<file path="config.mk">
export PLATFORM = sky130hd
export DESIGN_NAME = modbus_tcp_read_transaction_top
export DESIGN_NICKNAME = d
export VERILOG_FILES = /design/src/hw/rtl/mtrt_pkg.sv /design/src/hw/rtl/mtrt_front.sv /design/src/hw/rtl/mtrt_queue.sv /design/src/hw/rtl/mtrt_back.sv /design/src/hw/rtl/modbus_tcp_read_transaction_top.sv
export SDC_FILE = /design/constraint.sdc
export NUM_CORES = 1
export LEC_CHECK = 0
export BUFFER_PORTS_ARGS = -buffer_cell sky130_fd_sc_hd__clkbuf_2
export CORE_UTILIZATION = 35
export CTS_BUF_LIST = sky130_fd_sc_hd__clkbuf_8
export CTS_CLUSTER_SIZE = 20
export DETAILED_ROUTE_END_ITERATION = 16
export HOLD_SLACK_MARGIN = 0.03
export SYNTH_ARGS = -nofsm -noshare
export SYNTH_HDL_FRONTEND = slang
export SYNTH_HIERARCHICAL = 1
export SYNTH_SLANG_ARGS = --single-unit
</file>
<file path="constraint.sdc">
create_clock -name clk -period 15.3 [get_ports clk]
set_input_delay 3.06 -clock clk [delete_from_list [all_inputs] [get_ports clk]]
set_output_delay 3.06 -clock clk [all_outputs]
set_load 0.01 [all_outputs]
</file>
<file path="src/hw/rtl/mtrt_pkg.sv">
// Shared types and constants for the Modbus TCP read transaction block.
package mtrt_pkg;

    typedef enum logic [1:0]
    {
        CMD_START = 2'd0,
        CMD_BYTE  = 2'd1,
        CMD_TICK  = 2'd2,
        CMD_NONE  = 2'd3
    } cmd_code_t;

    localparam logic [1:0] KIND_REQ    = 2'd0;
    localparam logic [1:0] KIND_WORD   = 2'd1;
    localparam logic [1:0] KIND_STATUS = 2'd2;

    localparam logic [1:0] ST_OK   = 2'd0;
    localparam logic [1:0] ST_EXC  = 2'd1;
    localparam logic [1:0] ST_COMM = 2'd2;

    localparam logic [7:0] FC_READ_COILS      = 8'd1;
    localparam logic [7:0] FC_READ_INPUTS     = 8'd2;
    localparam logic [7:0] FC_READ_HOLDING    = 8'd3;
    localparam logic [7:0] FC_READ_INPUT_REGS = 8'd4;

    localparam logic [7:0]  EXC_BIT       = 8'h80;
    localparam logic [7:0]  MBAP_LENGTH   = 8'h06;
    localparam logic [7:0]  HDR_LAST_POS  = 8'd8;
    localparam logic [15:0] MIN_LENGTH    = 16'd3;
    localparam logic [15:0] TIMEOUT_RESET = 16'd1000;
    localparam logic [3:0]  REQ_LAST_IDX  = 4'd11;

    typedef struct packed
    {
        logic [1:0]  cmd;
        logic [7:0]  unit_address;
        logic [7:0]  function_code;
        logic [15:0] first_register;
        logic [6:0]  register_count;
        logic [7:0]  rx_byte;
    } in_item_t;

    typedef struct packed
    {
        logic [1:0]  item_kind;
        logic [7:0]  tx_byte;
        logic [15:0] register_value;
        logic [1:0]  status;
        logic [7:0]  exception_code;
        logic        last;
    } out_item_t;

    typedef struct packed
    {
        logic        is_request;
        logic [15:0] txid;
        logic [7:0]  unit_address;
        logic [7:0]  function_code;
        logic [15:0] first_register;
        logic [6:0]  quantity;
        out_item_t   item;
    } job_t;

endpackage

</file>
<file path="src/hw/rtl/mtrt_front.sv">
// Front end: tracks the transaction, parses response bytes and queues output jobs.
module mtrt_front #(
    parameter int MAX_REGS = 120
) (
    input  logic             clk,
    input  logic             rst_n,
    input  logic             cfg_we,
    input  logic [15:0]      cfg_wdata,
    input  logic             accept,
    input  mtrt_pkg::in_item_t in_data,
    output logic             push,
    output mtrt_pkg::job_t   job
);
    import mtrt_pkg::*;

    typedef enum logic [1:0]
    {
        PH_IDLE,
        PH_HEADER,
        PH_DATA
    } phase_t;

    phase_t      phase_reg, phase_next;
    logic [15:0] timeout_reg;
    logic [15:0] counter_reg, counter_next;
    logic [7:0]  pos_reg, pos_next;
    logic [15:0] echoed_reg, echoed_next;
    logic [15:0] length_reg, length_next;
    logic [7:0]  held_reg, held_next;
    logic [6:0]  words_reg, words_next;
    logic        bit_mode_reg, bit_mode_next;
    logic [15:0] idle_reg, idle_next;

    always_comb
    begin
        logic [6:0]  cnt;
        logic        bm;
        logic [15:0] limit;
        logic [15:0] idle_inc;
        logic [7:0]  expect_cnt;
        logic [7:0]  word_index;

        phase_next    = phase_reg;
        counter_next  = counter_reg;
        pos_next      = pos_reg;
        echoed_next   = echoed_reg;
        length_next   = length_reg;
        held_next     = held_reg;
        words_next    = words_reg;
        bit_mode_next = bit_mode_reg;
        idle_next     = idle_reg;
        push          = 1'b0;
        job           = '0;

        bm = (in_data.function_code == FC_READ_COILS) ||
             (in_data.function_code == FC_READ_INPUTS);
        cnt = in_data.register_count;
        if (cnt == 7'd0)
        begin
            cnt = 7'd1;
        end
        if (cnt > 7'(MAX_REGS))
        begin
            cnt = 7'(MAX_REGS);
        end
        limit      = (timeout_reg == 16'd0) ? 16'd1 : timeout_reg;
        idle_inc   = (idle_reg != 16'hFFFF) ? idle_reg + 16'd1 : idle_reg;
        expect_cnt = bit_mode_reg ? 8'd1 : {words_reg, 1'b0};
        word_index = {1'b0, pos_reg[7:1]};

        if (accept)
        begin
            if (in_data.cmd == CMD_START)
            begin
                bit_mode_next      = bm;
                words_next         = bm ? 7'd1 : cnt;
                counter_next       = counter_reg + 16'd1;
                phase_next         = PH_HEADER;
                pos_next           = 8'd0;
                echoed_next        = 16'd0;
                length_next        = 16'd0;
                held_next          = 8'd0;
                idle_next          = 16'd0;
                push               = 1'b1;
                job.is_request     = 1'b1;
                job.txid           = counter_reg + 16'd1;
                job.unit_address   = in_data.unit_address;
                job.function_code  = in_data.function_code;
                job.first_register = in_data.first_register;
                job.quantity       = bm ? 7'd1 : cnt;
            end
            else if (in_data.cmd == CMD_TICK && phase_reg != PH_IDLE)
            begin
                idle_next = idle_inc;
                if (idle_inc >= limit)
                begin
                    phase_next          = PH_IDLE;
                    push                = 1'b1;
                    job.item.item_kind  = KIND_STATUS;
                    job.item.status     = ST_COMM;
                    job.item.last       = 1'b1;
                end
            end
            else if (in_data.cmd == CMD_BYTE && phase_reg == PH_HEADER)
            begin
                idle_next = 16'd0;
                unique case (pos_reg)
                    8'd0:    echoed_next = {in_data.rx_byte, 8'd0};
                    8'd1:    echoed_next = {echoed_reg[15:8], in_data.rx_byte};
                    8'd4:    length_next = {in_data.rx_byte, 8'd0};
                    8'd5:    length_next = {length_reg[15:8], in_data.rx_byte};
                    8'd7:    held_next = in_data.rx_byte;
                    default: ;
                endcase
                if (pos_reg < HDR_LAST_POS)
                begin
                    pos_next = pos_reg + 8'd1;
                end
                else
                begin
                    job.item.item_kind = KIND_STATUS;
                    job.item.last      = 1'b1;
                    if (echoed_reg != counter_reg || length_reg < MIN_LENGTH)
                    begin
                        phase_next      = PH_IDLE;
                        push            = 1'b1;
                        job.item.status = ST_COMM;
                    end
                    else if ((held_reg & EXC_BIT) != 8'd0)
                    begin
                        phase_next              = PH_IDLE;
                        push                    = 1'b1;
                        job.item.status         = ST_EXC;
                        job.item.exception_code = in_data.rx_byte;
                    end
                    else if (in_data.rx_byte != expect_cnt)
                    begin
                        phase_next      = PH_IDLE;
                        push            = 1'b1;
                        job.item.status = ST_COMM;
                    end
                    else
                    begin
                        phase_next = PH_DATA;
                        pos_next   = 8'd0;
                    end
                end
            end
            else if (in_data.cmd == CMD_BYTE && phase_reg == PH_DATA)
            begin
                idle_next = 16'd0;
                if (bit_mode_reg)
                begin
                    phase_next              = PH_IDLE;
                    push                    = 1'b1;
                    job.item.item_kind      = KIND_WORD;
                    job.item.register_value = {15'd0, in_data.rx_byte[0]};
                    job.item.last           = 1'b1;
                end
                else if (!pos_reg[0])
                begin
                    held_next = in_data.rx_byte;
                    pos_next  = pos_reg + 8'd1;
                end
                else
                begin
                    pos_next                = pos_reg + 8'd1;
                    push                    = 1'b1;
                    job.item.item_kind      = KIND_WORD;
                    job.item.register_value = {held_reg, in_data.rx_byte};
                    job.item.last           = (word_index + 8'd1) >= {1'b0, words_reg};
                    if (job.item.last)
                    begin
                        phase_next = PH_IDLE;
                    end
                end
            end
        end
    end

    always_ff @(posedge clk or negedge rst_n)
    begin
        if (!rst_n)
        begin
            phase_reg    <= PH_IDLE;
            timeout_reg  <= TIMEOUT_RESET;
            counter_reg  <= 16'd0;
            pos_reg      <= 8'd0;
            echoed_reg   <= 16'd0;
            length_reg   <= 16'd0;
            held_reg     <= 8'd0;
            words_reg    <= 7'd0;
            bit_mode_reg <= 1'b0;
            idle_reg     <= 16'd0;
        end
        else
        begin
            phase_reg    <= phase_next;
            counter_reg  <= counter_next;
            pos_reg      <= pos_next;
            echoed_reg   <= echoed_next;
            length_reg   <= length_next;
            held_reg     <= held_next;
            words_reg    <= words_next;
            bit_mode_reg <= bit_mode_next;
            idle_reg     <= idle_next;
            if (cfg_we)
            begin
                timeout_reg <= cfg_wdata;
            end
        end
    end

endmodule

</file>
<file path="src/hw/rtl/mtrt_queue.sv">
// Small register queue of jobs between the front end and the output sequencer.
module mtrt_queue #(
    parameter int DEPTH = 4
) (
    input  logic           clk,
    input  logic           rst_n,
    input  logic           push,
    input  mtrt_pkg::job_t push_data,
    output logic           full,
    output logic           valid,
    output mtrt_pkg::job_t head,
    input  logic           pop
);
    import mtrt_pkg::*;

    localparam int AW = (DEPTH > 1) ? $clog2(DEPTH) : 1;
    localparam int CW = $clog2(DEPTH + 1);

    job_t          entry_reg [DEPTH];
    logic [AW-1:0] wr_ptr_reg, wr_ptr_next;
    logic [AW-1:0] rd_ptr_reg, rd_ptr_next;
    logic [CW-1:0] count_reg, count_next;

    assign full  = (count_reg == CW'(DEPTH));
    assign valid = (count_reg != '0);
    assign head  = entry_reg[rd_ptr_reg];

    always_comb
    begin
        wr_ptr_next = wr_ptr_reg;
        rd_ptr_next = rd_ptr_reg;
        count_next  = count_reg;
        if (push)
        begin
            wr_ptr_next = (wr_ptr_reg == AW'(DEPTH - 1)) ? '0 : wr_ptr_reg + AW'(1);
        end
        if (pop)
        begin
            rd_ptr_next = (rd_ptr_reg == AW'(DEPTH - 1)) ? '0 : rd_ptr_reg + AW'(1);
        end
        if (push && !pop)
        begin
            count_next = count_reg + CW'(1);
        end
        else if (pop && !push)
        begin
            count_next = count_reg - CW'(1);
        end
    end

    always_ff @(posedge clk or negedge rst_n)
    begin
        if (!rst_n)
        begin
            wr_ptr_reg <= '0;
            rd_ptr_reg <= '0;
            count_reg  <= '0;
        end
        else
        begin
            wr_ptr_reg <= wr_ptr_next;
            rd_ptr_reg <= rd_ptr_next;
            count_reg  <= count_next;
        end
    end

    always_ff @(posedge clk)
    begin
        if (push)
        begin
            entry_reg[wr_ptr_reg] <= push_data;
        end
    end

endmodule

</file>
<file path="src/hw/rtl/mtrt_back.sv">
// Output sequencer: expands request jobs into 12 bytes and drives the result register.
module mtrt_back (
    input  logic              clk,
    input  logic              rst_n,
    input  logic              job_valid,
    input  mtrt_pkg::job_t    job,
    output logic              pop,
    output logic              res_valid,
    input  logic              res_ready,
    output mtrt_pkg::out_item_t res_data
);
    import mtrt_pkg::*;

    logic      valid_reg, valid_next;
    out_item_t data_reg, data_next;
    logic [3:0] idx_reg, idx_next;
    logic       load;
    logic [7:0] req_byte;

    assign res_valid = valid_reg;
    assign res_data  = data_reg;
    assign load      = job_valid && (!valid_reg || res_ready);

    always_comb
    begin
        unique case (idx_reg)
            4'd0:    req_byte = job.txid[15:8];
            4'd1:    req_byte = job.txid[7:0];
            4'd5:    req_byte = MBAP_LENGTH;
            4'd6:    req_byte = job.unit_address;
            4'd7:    req_byte = job.function_code;
            4'd8:    req_byte = job.first_register[15:8];
            4'd9:    req_byte = job.first_register[7:0];
            4'd11:   req_byte = {1'b0, job.quantity};
            default: req_byte = 8'd0;
        endcase
    end

    always_comb
    begin
        valid_next = valid_reg;
        data_next  = data_reg;
        idx_next   = idx_reg;
        pop        = 1'b0;
        if (load)
        begin
            valid_next = 1'b1;
            if (job.is_request)
            begin
                data_next           = '0;
                data_next.item_kind = KIND_REQ;
                data_next.tx_byte   = req_byte;
                data_next.last      = (idx_reg == REQ_LAST_IDX);
                pop                 = (idx_reg == REQ_LAST_IDX);
                idx_next            = pop ? 4'd0 : idx_reg + 4'd1;
            end
            else
            begin
                data_next = job.item;
                pop       = 1'b1;
            end
        end
        else if (res_ready)
        begin
            valid_next = 1'b0;
        end
    end

    always_ff @(posedge clk or negedge rst_n)
    begin
        if (!rst_n)
        begin
            valid_reg <= 1'b0;
            idx_reg   <= 4'd0;
        end
        else
        begin
            valid_reg <= valid_next;
            idx_reg   <= idx_next;
        end
    end

    always_ff @(posedge clk)
    begin
        data_reg <= data_next;
    end

endmodule

</file>
<file path="src/hw/rtl/modbus_tcp_read_transaction_top.sv">
// Top level of the Modbus TCP client read transaction block.
// A job pushed by an accepted input passes through the job queue into the result register.
// Throughput: one input transaction per cycle; a start emits 12 request bytes, one per cycle
// while res_ready is high; the front end runs ahead; input stalls only on a full job queue.
// Reset: asynchronous, active low; clears all transaction state and the queue,
// and sets the timeout register to 1000 ticks.
module modbus_tcp_read_transaction_top #(
    parameter int MAX_REGS    = 120,
    parameter int QUEUE_DEPTH = 4
) (
    input  logic                clk,
    input  logic                rst_n,
    input  logic                cfg_we,
    input  logic [15:0]         cfg_wdata,
    input  logic                cmd_valid,
    output logic                cmd_ready,
    input  mtrt_pkg::in_item_t  cmd_data,
    output logic                res_valid,
    input  logic                res_ready,
    output mtrt_pkg::out_item_t res_data
);
    import mtrt_pkg::*;

    logic full;
    logic push;
    logic pop;
    logic q_valid;
    job_t push_job;
    job_t head_job;

    assign cmd_ready = !full;

    mtrt_front #(
        .MAX_REGS(MAX_REGS)
    ) u_front (
        .clk       (clk),
        .rst_n     (rst_n),
        .cfg_we    (cfg_we),
        .cfg_wdata (cfg_wdata),
        .accept    (cmd_valid && cmd_ready),
        .in_data   (cmd_data),
        .push      (push),
        .job       (push_job)
    );

    mtrt_queue #(
        .DEPTH(QUEUE_DEPTH)
    ) u_queue (
        .clk       (clk),
        .rst_n     (rst_n),
        .push      (push),
        .push_data (push_job),
        .full      (full),
        .valid     (q_valid),
        .head      (head_job),
        .pop       (pop)
    );

    mtrt_back u_back (
        .clk       (clk),
        .rst_n     (rst_n),
        .job_valid (q_valid),
        .job       (head_job),
        .pop       (pop),
        .res_valid (res_valid),
        .res_ready (res_ready),
        .res_data  (res_data)
    );

    a_start_queued: assert property (@(posedge clk) disable iff (!rst_n)
        cmd_valid && cmd_ready && cmd_data.cmd == CMD_START |=> q_valid)
        else $error("start transaction not queued");

    a_word_fields: assert property (@(posedge clk) disable iff (!rst_n)
        res_valid && res_data.item_kind == KIND_WORD |->
        res_data.status == ST_OK && res_data.tx_byte == 8'd0)
        else $error("register word with bad status or tx byte");

    a_exc_final: assert property (@(posedge clk) disable iff (!rst_n)
        res_valid && res_data.status == ST_EXC |->
        res_data.item_kind == KIND_STATUS && res_data.last)
        else $error("exception status not on final status item");

endmodule

</file>
==> results of run 1 <==
-- how the worst max path moves through the flow --
stage,from,endpoint,cells after the start
2_1_floorplan,cmd_data[47],u_queue/entry_reg[2][0],6
3_3_place_gp,cmd_data[47],u_queue/entry_reg[3][71],9
3_5_place_dp,cmd_data[47],u_queue/entry_reg[1][71],9
4_1_cts,cmd_data[47],u_queue/entry_reg[1][67],9
5_1_grt,cmd_data[47],u_queue/entry_reg[1][75],9
6_report,cmd_data[47],u_queue/entry_reg[1][67],9
-- through the flow --
| stage | utilization | power [mW] | instances | worst slack, ns | hold WS (ns) |
|---|---|---|---|---|---|
| after floorplan | - | 2.880 | 1484 | 7.952 | 0.4491 |
| after global placement | 0.3730 | 3.211 | 2362 | 8.764 | 0.4751 |
| after detailed placement | 0.3730 | 3.232 | 2362 | 8.687 | 0.4798 |
| after CTS | 0.3984 | 4.410 | 2520 | 9.381 | 0.4896 |
| after global routing | 0.3984 | 4.576 | 2520 | 9.202 | 0.4942 |
| final | 0.3984 | 4.348 | 2521 | 9.305 | 0.4889 |
-- cells by family after synthesis --
logic type                 Yosys count
DFF                                527
xor gates and xnor gates            65
muxes                              102
buffers and inverters              156
AOI/OAI and AO/OA                  223
and+or+nand+nor                    363
adders and majority gates           40
other                                1
-- final cells by class --
type,count,share of cell area
Tap cell,855,0.04150
Sequential cell,527,0.5916
Clock inverter,62,0.01262
Clock buffer,96,0.05125
Inverter,58,0.008445
Timing Repair Buffer,121,0.02485
Antenna cell,1,0.00009707
Multi-Input combinational cell,801,0.2697
-- worst register-to-register path: cells and delay by family, from the launching register on --
family | cells | cell delay [ns]
AOI/OAI and AO/OA | 3 | 1.13
xor gates and xnor gates | 1 | 0.16
adders and majority gates | 2 | 0.55
buffers and inverters | 2 | 1.11
DFF | 1 | 0.43
and+or+nand+nor | 7 | 1.77
-- placed cells by master (no fill, tap or decap), drive strengths merged, types with 16 or more instances in the layout --
master and instances:
a32o 24, inv 92, clkinv 23, xor2 25, a22o 24, nand2 61, o21ai 53, xnor2 40
nor4 26, nor3 17, a21oi 36, nand3 31, nor2 61, nand4 16, and2 25, ha 39
dfrtp 112, edfxtp 409, nor2b 36, clkbuf 203, and3 55, mux4 93
-- report_power, final --
| part | internal (mW) | switching [mW] | total [mW] |
|---|---|---|---|
| sequential | 1.82 | 0.198 | 2.02 |
| clock | 0.611 | 0.553 | 1.16 |
| combinational | 0.522 | 0.644 | 1.17 |
| total | 2.95 | 1.40 | 4.35 |
-- layer usage --
metal | global-route usage | routed length, um | vias up
met4 | 0.05621 | 1251 | 6
met5 | 0 | 47 | -
li1 | - | - | 5967
met3 | 0.03071 | 2916 | 85
met2 | 0.2494 | 24680 | 385
met1 | 0.2157 | 23470 | 6766
==> run summary, run 1 <==
Post-synthesis sequential element count - 527
Crit-path max cell delay - 0.87 ns
RSZ-0062 raised after global routing - false
1st-iter DRT viols - 868
CP most frequent cell - buf_4
Leakage - 9.587 nW
Via count - 13210
Fmax - 166.8 MHz
Status - finished, final reports clean
Peak VDD IR - 0.08061 mV
Port Buffers - 108
Post-Synth Simple-Gate Area - 0.08806
Worst min path class - reg -> reg
Top-count cell post-synth - edfxtp_1
Critical-path cell with the highest stage delay - buf_4
Total negative setup slack - 0 ns
Reg clk slew, reported paths - 0.06 ns
Ys flop type - edfxtp_1
Min Tclk post-route - 5.995 ns
Total routed wirelength - 52370 um
Post-place instance area - 24130 um2
Antenna violations before repair - 3
Vias in the first global route - 13440
Max reg flops - 372
Core Box Area - 64700 um2
Buf/Inv on CP - 4
Clock Tree Buf Depth - 3
Yosys cell types - 85
Synth area leaders - edfxtp_1 53%, dfrtp_1 12%, mux4_2 9.1%
Hold Path Depth - 1
Mean Syn Cell Area - 15.56 um2
WL/cell - 20.77 um
CP Max Fanout - 64
Number of synthesized flops with an enable pin - 409
CP Launch Type - input pin
Hold Startpoint - u_queue/count_reg[2]
Max-slew headroom - 0.2205
Initial Util - 0.3553
Die height - 258.3 um
Commonest cells post-synth - 409 x edfxtp_1, 112 x dfrtp_1, 93 x mux4_2
Largest family of logic cells by synthesized area - multiplexers
Clock latency on the worst-skew pair - 0.67 ns
Cell family with most CP delay - simple AND/OR/NAND/NOR gates
Hold violation total from the final report - 0
Synth top area share - 0.5343
P per Cell Area - 168.7 nW/um2
I/O pins - 109
Post-synth design cell area - 22990 um2
Fillers - 6023
Worst Hold Endpoint - u_queue/count_reg[2]
Multi-input gate area - 6952 um2
Clk sinks - 527
GRT Total Usage - 0.1573
Cell Chain, Critical Path - clkbuf_2 -> inv_2 -> or3_4 -> nor2_2 -> nor3_1 -> nor4b_1 -> buf_4 -> and2_4 -> buf_4
Synth Instances - 1477
CTS Buf Count - 87
Hold buffer count at CTS - 0
Crit path kind - in -> reg
Slew @ Worst Pin - 1.167 ns
Placed wire-length estimate - 33460 um
Setup Buffers After CTS - 0
CTS H-tree depth - 3
Row count - 93
CTS tree - built
Final setup fails - 0
Required @ worst endpoint - 15.55 ns
Clk_skew - 0.03627 ns
Vias per cell - 5.240
Cell taking the most area after synthesis - edfxtp_1
Yosys warning count - 6
Detail Route Antenna Nets - 0
Multiplexer share of the synthesized area - 0.09585
R2r startpoint - u_front/idle_reg[0]
Critical path capture point type - flop
Die Area - 66710 um2
FF+latch area - 15250 um2
Setup slack, reg-to-reg - 9.63 ns
Grt ovf - 0
Worst Reg-to-Reg Cells - 15
Seq/Total Area, Yosys - 0.6630
Die W - 258.3 um
Resized cells post-CTS - 0
Post-synthesis compound-gate area fraction - 0.06961
Global-route wire length before repair - 80330 um
Layout cell share with drive strength beyond 1 - 0.2222
Largest net degree at the start of global routing - 75
Critical R2R Capture - u_queue/entry_reg[1][67]
Layout Nets - 1706
TritonRoute pass-1 iters - 5
CP Data Arrival Time - 6.25 ns
Fin. max-slew vios - 0
Synth Area in Adders - 0.02210
XOR/XNOR Fraction of Synth Area - 0.02476
Cell area after layout - 25780 um2
# Max-Cap Violations - 0
Final period util - 0.3918
Asr flop ratio synth - 0.2239
Final RePlAce weighted congestion - 0.8694
CTS Root Cell - clkbuf_8
DRC - 0
Area grow syn2layout - 12.14%
Power figures use the tool's default switching activity.
==> inputs of run 2 (changes only) <==
Clock period 15.3 ns to 5.66 ns, I/O delays scaled along.
==> run summary, run 2 (same netlist as run 1, synthesis figures left out) <==
Status - finished, final reports clean
Pint - 8.014 mW
Initial Util - 0.3553
Core Box Area - 64700 um2
Crit path kind - reg -> reg
CTS Root Cell - clkbuf_8
Clk network pwr share - 0.269
Vias in the first global route - 13670
Clock Tree Buf Depth - 3
1st-iter DRT viols - 792
Largest net degree at the start of global routing - 96
Vias per cell - 5.172
CTS Buf Count - 88
Clock latency on the worst-skew pair - 0.67 ns
Final setup fails - 0
Overall power - 11.79 mW
Port Buffers - 108
Die height - 258.3 um
Commonest non-fill, non-tap cell in the layout - edfxtp_1
Global-route wire length before repair - 81040 um
# Max-Cap Violations - 0
Max reg flops - 372
Post-place instance area - 24320 um2
Worst Reg-to-Reg Cells - 15
CP Max Fanout - 22
Sw Pwr - 3.777 mW
Min Tclk post-route - 4.917 ns
Clk_skew - 0.02571 ns
Critical R2R Capture - u_queue/entry_reg[2][38]
Cell area after layout - 25970 um2
Fin. max-slew vios - 0
Final RePlAce weighted congestion - 0.8643
R2r startpoint - u_front/idle_reg[0]
RSZ-0062 raised after global routing - false
Detail Route Antenna Nets - 0
Layout cell share with drive strength beyond 1 - 0.2249
Utilization after layout - 0.4014
Row count - 93
Setup slack, reg-to-reg - 0.74 ns
Seq pwr share - 0.453
Antenna violations before repair - 1
Area grow syn2layout - 12.96%
Hold violation total from the final report - 0
Placed wire-length estimate - 33520 um
FF+latch area - 15250 um2
CTS H-tree depth - 3
Setup crit start - u_front/idle_reg[0]
Hold buffer count at CTS - 0
Layout Nets - 1717
Multi-input gate area - 6952 um2
CTS tree - built
TritonRoute pass-1 iters - 5
Required @ worst endpoint - 5.98 ns
GRT Total Usage - 0.1583
Total routed wirelength - 52070 um
Resized cells post-CTS - 0
Fmax - 203.4 MHz
Die W - 258.3 um
I/O pins - 109
Die Area - 66710 um2
P per Cell Area - 454.1 nW/um2
Grt ovf - 0
WL/cell - 20.56 um
Worst min path class - in -> async
CP Launch Type - flop
Fillers - 6077
Most frequent cells in the layout - 409 x edfxtp_1, 110 x dfrtp_1, 107 x clkbuf_2
Max-slew headroom - 0.2250
DRC - 0
Combinational share of power - 0.278
Peak VDD IR - 0.4492 mV
Critical path capture point type - flop
Total negative setup slack - 0 ns
CP Data Arrival Time - 5.23 ns
Slew @ Worst Pin - 1.152 ns
Final period util - 0.8687
Reg clk slew, reported paths - 0.06 ns
Clk sinks - 527
Via count - 13100
Switching Fraction - 0.3203
Setup Buffers After CTS - 0
Leakage - 9.650 nW
[run 2: worst max-delay path by stage]
stage | to | slack (ns)
after floorplan | u_queue/entry_reg[2][0] | 0.54
after global placement | u_queue/entry_reg[2][37] | 0.93
after detailed placement | u_queue/entry_reg[2][37] | 0.87
after CTS | u_queue/entry_reg[2][38] | 0.77
after global routing | u_queue/entry_reg[2][38] | 0.49
final | u_queue/entry_reg[2][38] | 0.74
[run 2: through the flow]
step                      instances  hold slack, ns  setup slack [ns]
final                          2532          0.4392            0.7430
after global routing           2531          0.4518            0.4904
after CTS                      2531          0.3812            0.7717
after detailed placement       2372          0.4741            0.8721
after global placement         2372          0.4731            0.9291
after floorplan                1484          0.4491            0.5433
[run 2: cell type report]
type                            count  area share
Clock buffer                       88     0.04664
Antenna cell                        1  0.00009637
Timing Repair Buffer              131     0.03190
Sequential cell                   527      0.5873
Clock inverter                     71     0.01682
Inverter                           58    0.008384
Multi-Input combinational cell    801      0.2677
Tap cell                          855     0.04120
[run 2: worst max-delay path, stage by stage, from the launching register on]
cell	delay, ns
dfrtp_1	0.45
ha_1	0.25
and3_1	0.25
and2_1	0.18
a21oi_1	0.44
nand3_1	0.20
xnor2_1	0.17
ha_1	0.30
nand4_1	0.14
a311o_1	0.35
a21oi_1	0.25
nor2_1	0.16
nor4b_1	0.35
buf_4	0.23
and2_4	0.41
buf_4	0.41
[run 2: power by group through the flow]
stage,sequential (mW),clock (mW),combinational (mW)
CTS,5.35,3.28,3.33
global placement,5.40,0,3.28
global route,5.42,3.45,3.58
floorplan,5.27,0,2.50
finish,5.34,3.17,3.27
detailed placement,5.42,0,3.31
[run 2: routing by layer]
metal | global-route usage | vias up | part of all wire
met1 | 0.2167 | 6691 | 0.44
met2 | 0.2497 | 334 | 0.48
met5 | 0 | - | 0.00025
li1 | - | 5990 | -
met4 | 0.06032 | 2 | 0.023
met3 | 0.03071 | 78 | 0.056
==> inputs of run 3 (changes only) <==
Settings changed: GPL_ROUTABILITY_DRIVEN from default to 0.
Clock period 5.66 ns to 5.6 ns, I/O delays scaled along.
==> run summary, run 3 (same netlist as run 1, synthesis figures left out) <==
Clk network pwr share - 0.270
# Max-Cap Violations - 0
R2r startpoint - u_front/idle_reg[0]
Final period util - 0.8714
Fmax - 204.9 MHz
Max-slew headroom - 0.1172
Vias in the first global route - 13600
CTS Buf Count - 88
Area grow syn2layout - 13.08%
Placed wire-length estimate - 33190 um
Critical R2R Capture - u_queue/count_reg[2]
Final worst setup slack - 0.7204 ns
Overall power - 11.94 mW
Hold buffer count at CTS - 0
Via count - 13170
Most frequent cells in the layout - 409 x edfxtp_1, 110 x dfrtp_1, 107 x clkbuf_2
CP most frequent cell - ha_1
Total negative setup slack - 0 ns
Clock latency on the worst-skew pair - 0.68 ns
Leakage - 9.657 nW
Peak VDD IR - 0.4110 mV
CP Launch Type - flop
Setup Buffers After CTS - 0
Port Buffers - 108
Switching Fraction - 0.3187
Largest net degree at the start of global routing - 96
Cell Chain, Critical Path - ha_1 -> and3_1 -> and2_1 -> a21oi_1 -> nand3_1 -> xnor2_1 -> ha_1 -> nand4_1 -> a311o_1 -> a21oi_1 -> nor2_1 -> nor4b_1 -> buf_4 -> ha_1 -> inv_1 -> fa_1 -> xor2_1 -> nor2_1 -> xor2_1
DRC - 0
RSZ-0062 raised after global routing - false
Die height - 258.3 um
WL/cell - 20.42 um
GRT Total Usage - 0.1552
Detail Route Antenna Nets - 0
Final setup fails - 0
CTS Root Cell - clkbuf_8
Sw Pwr - 3.804 mW
Vias per cell - 5.208
Required @ worst endpoint - 6.19 ns
Worst Reg-to-Reg Cells - 19
1st-iter DRT viols - 888
Critical path endpoint - u_queue/count_reg[2]
Critical path capture point type - flop
Clk_skew - 0.02834 ns
P per Cell Area - 459.1 nW/um2
Min Tclk post-route - 4.880 ns
Hold slack - 0.4361 ns
Die Area - 66710 um2
Combinational share of power - 0.277
Clk sinks - 527
Ant diodes - 0
Core Box Area - 64700 um2
Setup slack, reg-to-reg - 0.72 ns
Worst min path class - in -> async
CP Data Arrival Time - 5.47 ns
Fin. max-slew vios - 0
Total routed wirelength - 51630 um
TritonRoute pass-1 iters - 5
Layout Nets - 1715
Setup crit start - u_front/idle_reg[0]
Seq pwr share - 0.452
Commonest non-fill, non-tap cell in the layout - edfxtp_1
Clock Tree Buf Depth - 3
Place WS - 0.8461 ns
CTS H-tree depth - 3
Critical-path cell with the highest stage delay - a21oi_1
Placed cells - 2370
Row count - 93
Slew @ Worst Pin - 1.312 ns
Layout cell share with drive strength beyond 1 - 0.2325
Reg clk slew, reported paths - 0.06 ns
Pint - 8.132 mW
Global-route wire length before repair - 79610 um
Grt ovf - 0
I/O pins - 109
Hold violation total from the final report - 0
Status - finished, final reports clean
Crit-path max cell delay - 0.47 ns
CP Max Fanout - 9
CTS tree - built
Initial Util - 0.3553
Resized cells post-CTS - 0
Crit path kind - reg -> reg
Max reg flops - 372
Antenna violations before repair - 1
Die W - 258.3 um
Fin cells - 2528
-- run 3: final cells by class --
type	instances	area, um2
multi-input combinational	801	6952
clock inverter	57	291.5
timing repair buffer	129	825.8
sequential	527	15250
clock buffer	101	1390
inverter	58	217.7
tap	855	1070
fill	6015	38700
-- run 3: per-stage QoR --
stage | util | instance area [um2]
CTS | 0.4018 | 26000
floorplan | - | 23020
global placement | 0.3758 | 24310
detailed placement | 0.3758 | 24310
finish | 0.4018 | 26000
global route | 0.4018 | 26000
-- run 3: worst min path at each step --
stage,to,slack [ns],depth (start not counted)
after global routing,u_front/idle_reg[0],0.46,1
after floorplan,u_queue/count_reg[2],0.45,1
after detailed placement,u_queue/count_reg[2],0.48,1
after global placement,u_queue/count_reg[2],0.47,1
final,u_front/timeout_reg[4],0.44,1
after CTS,u_front/idle_reg[0],0.39,1
-- run 3: routing by layer --
metal | vias up | part of all wire | track usage
li1 | 5971 | - | -
met1 | 6758 | 0.45 | 0.2138
met2 | 363 | 0.48 | 0.2483
met3 | 73 | 0.052 | 0.02748
met4 | 2 | 0.018 | 0.05243
met5 | - | 0.00029 | 0
-- run 3: worst max-delay path, delay by kind of cell, from the launching register on --
kind	cells	cell delay, ns
adders and majority gates	4	1.13
xor gates and xnor gates	3	0.48
AOI/OAI and AO/OA	3	1.08
DFF	1	0.44
and+or+nand+nor	7	1.37
buffers and inverters	2	0.28
-- run 3: power groups by stage --
stage | registers (mW) | logic, mW | clock network [mW]
2_1_floorplan | 5.32 | 2.53 | 0
5_1_grt | 5.48 | 3.61 | 3.48
3_3_place_gp | 5.46 | 3.31 | 0
6_report | 5.40 | 3.31 | 3.23
3_5_place_dp | 5.49 | 3.35 | 0
4_1_cts | 5.41 | 3.37 | 3.33
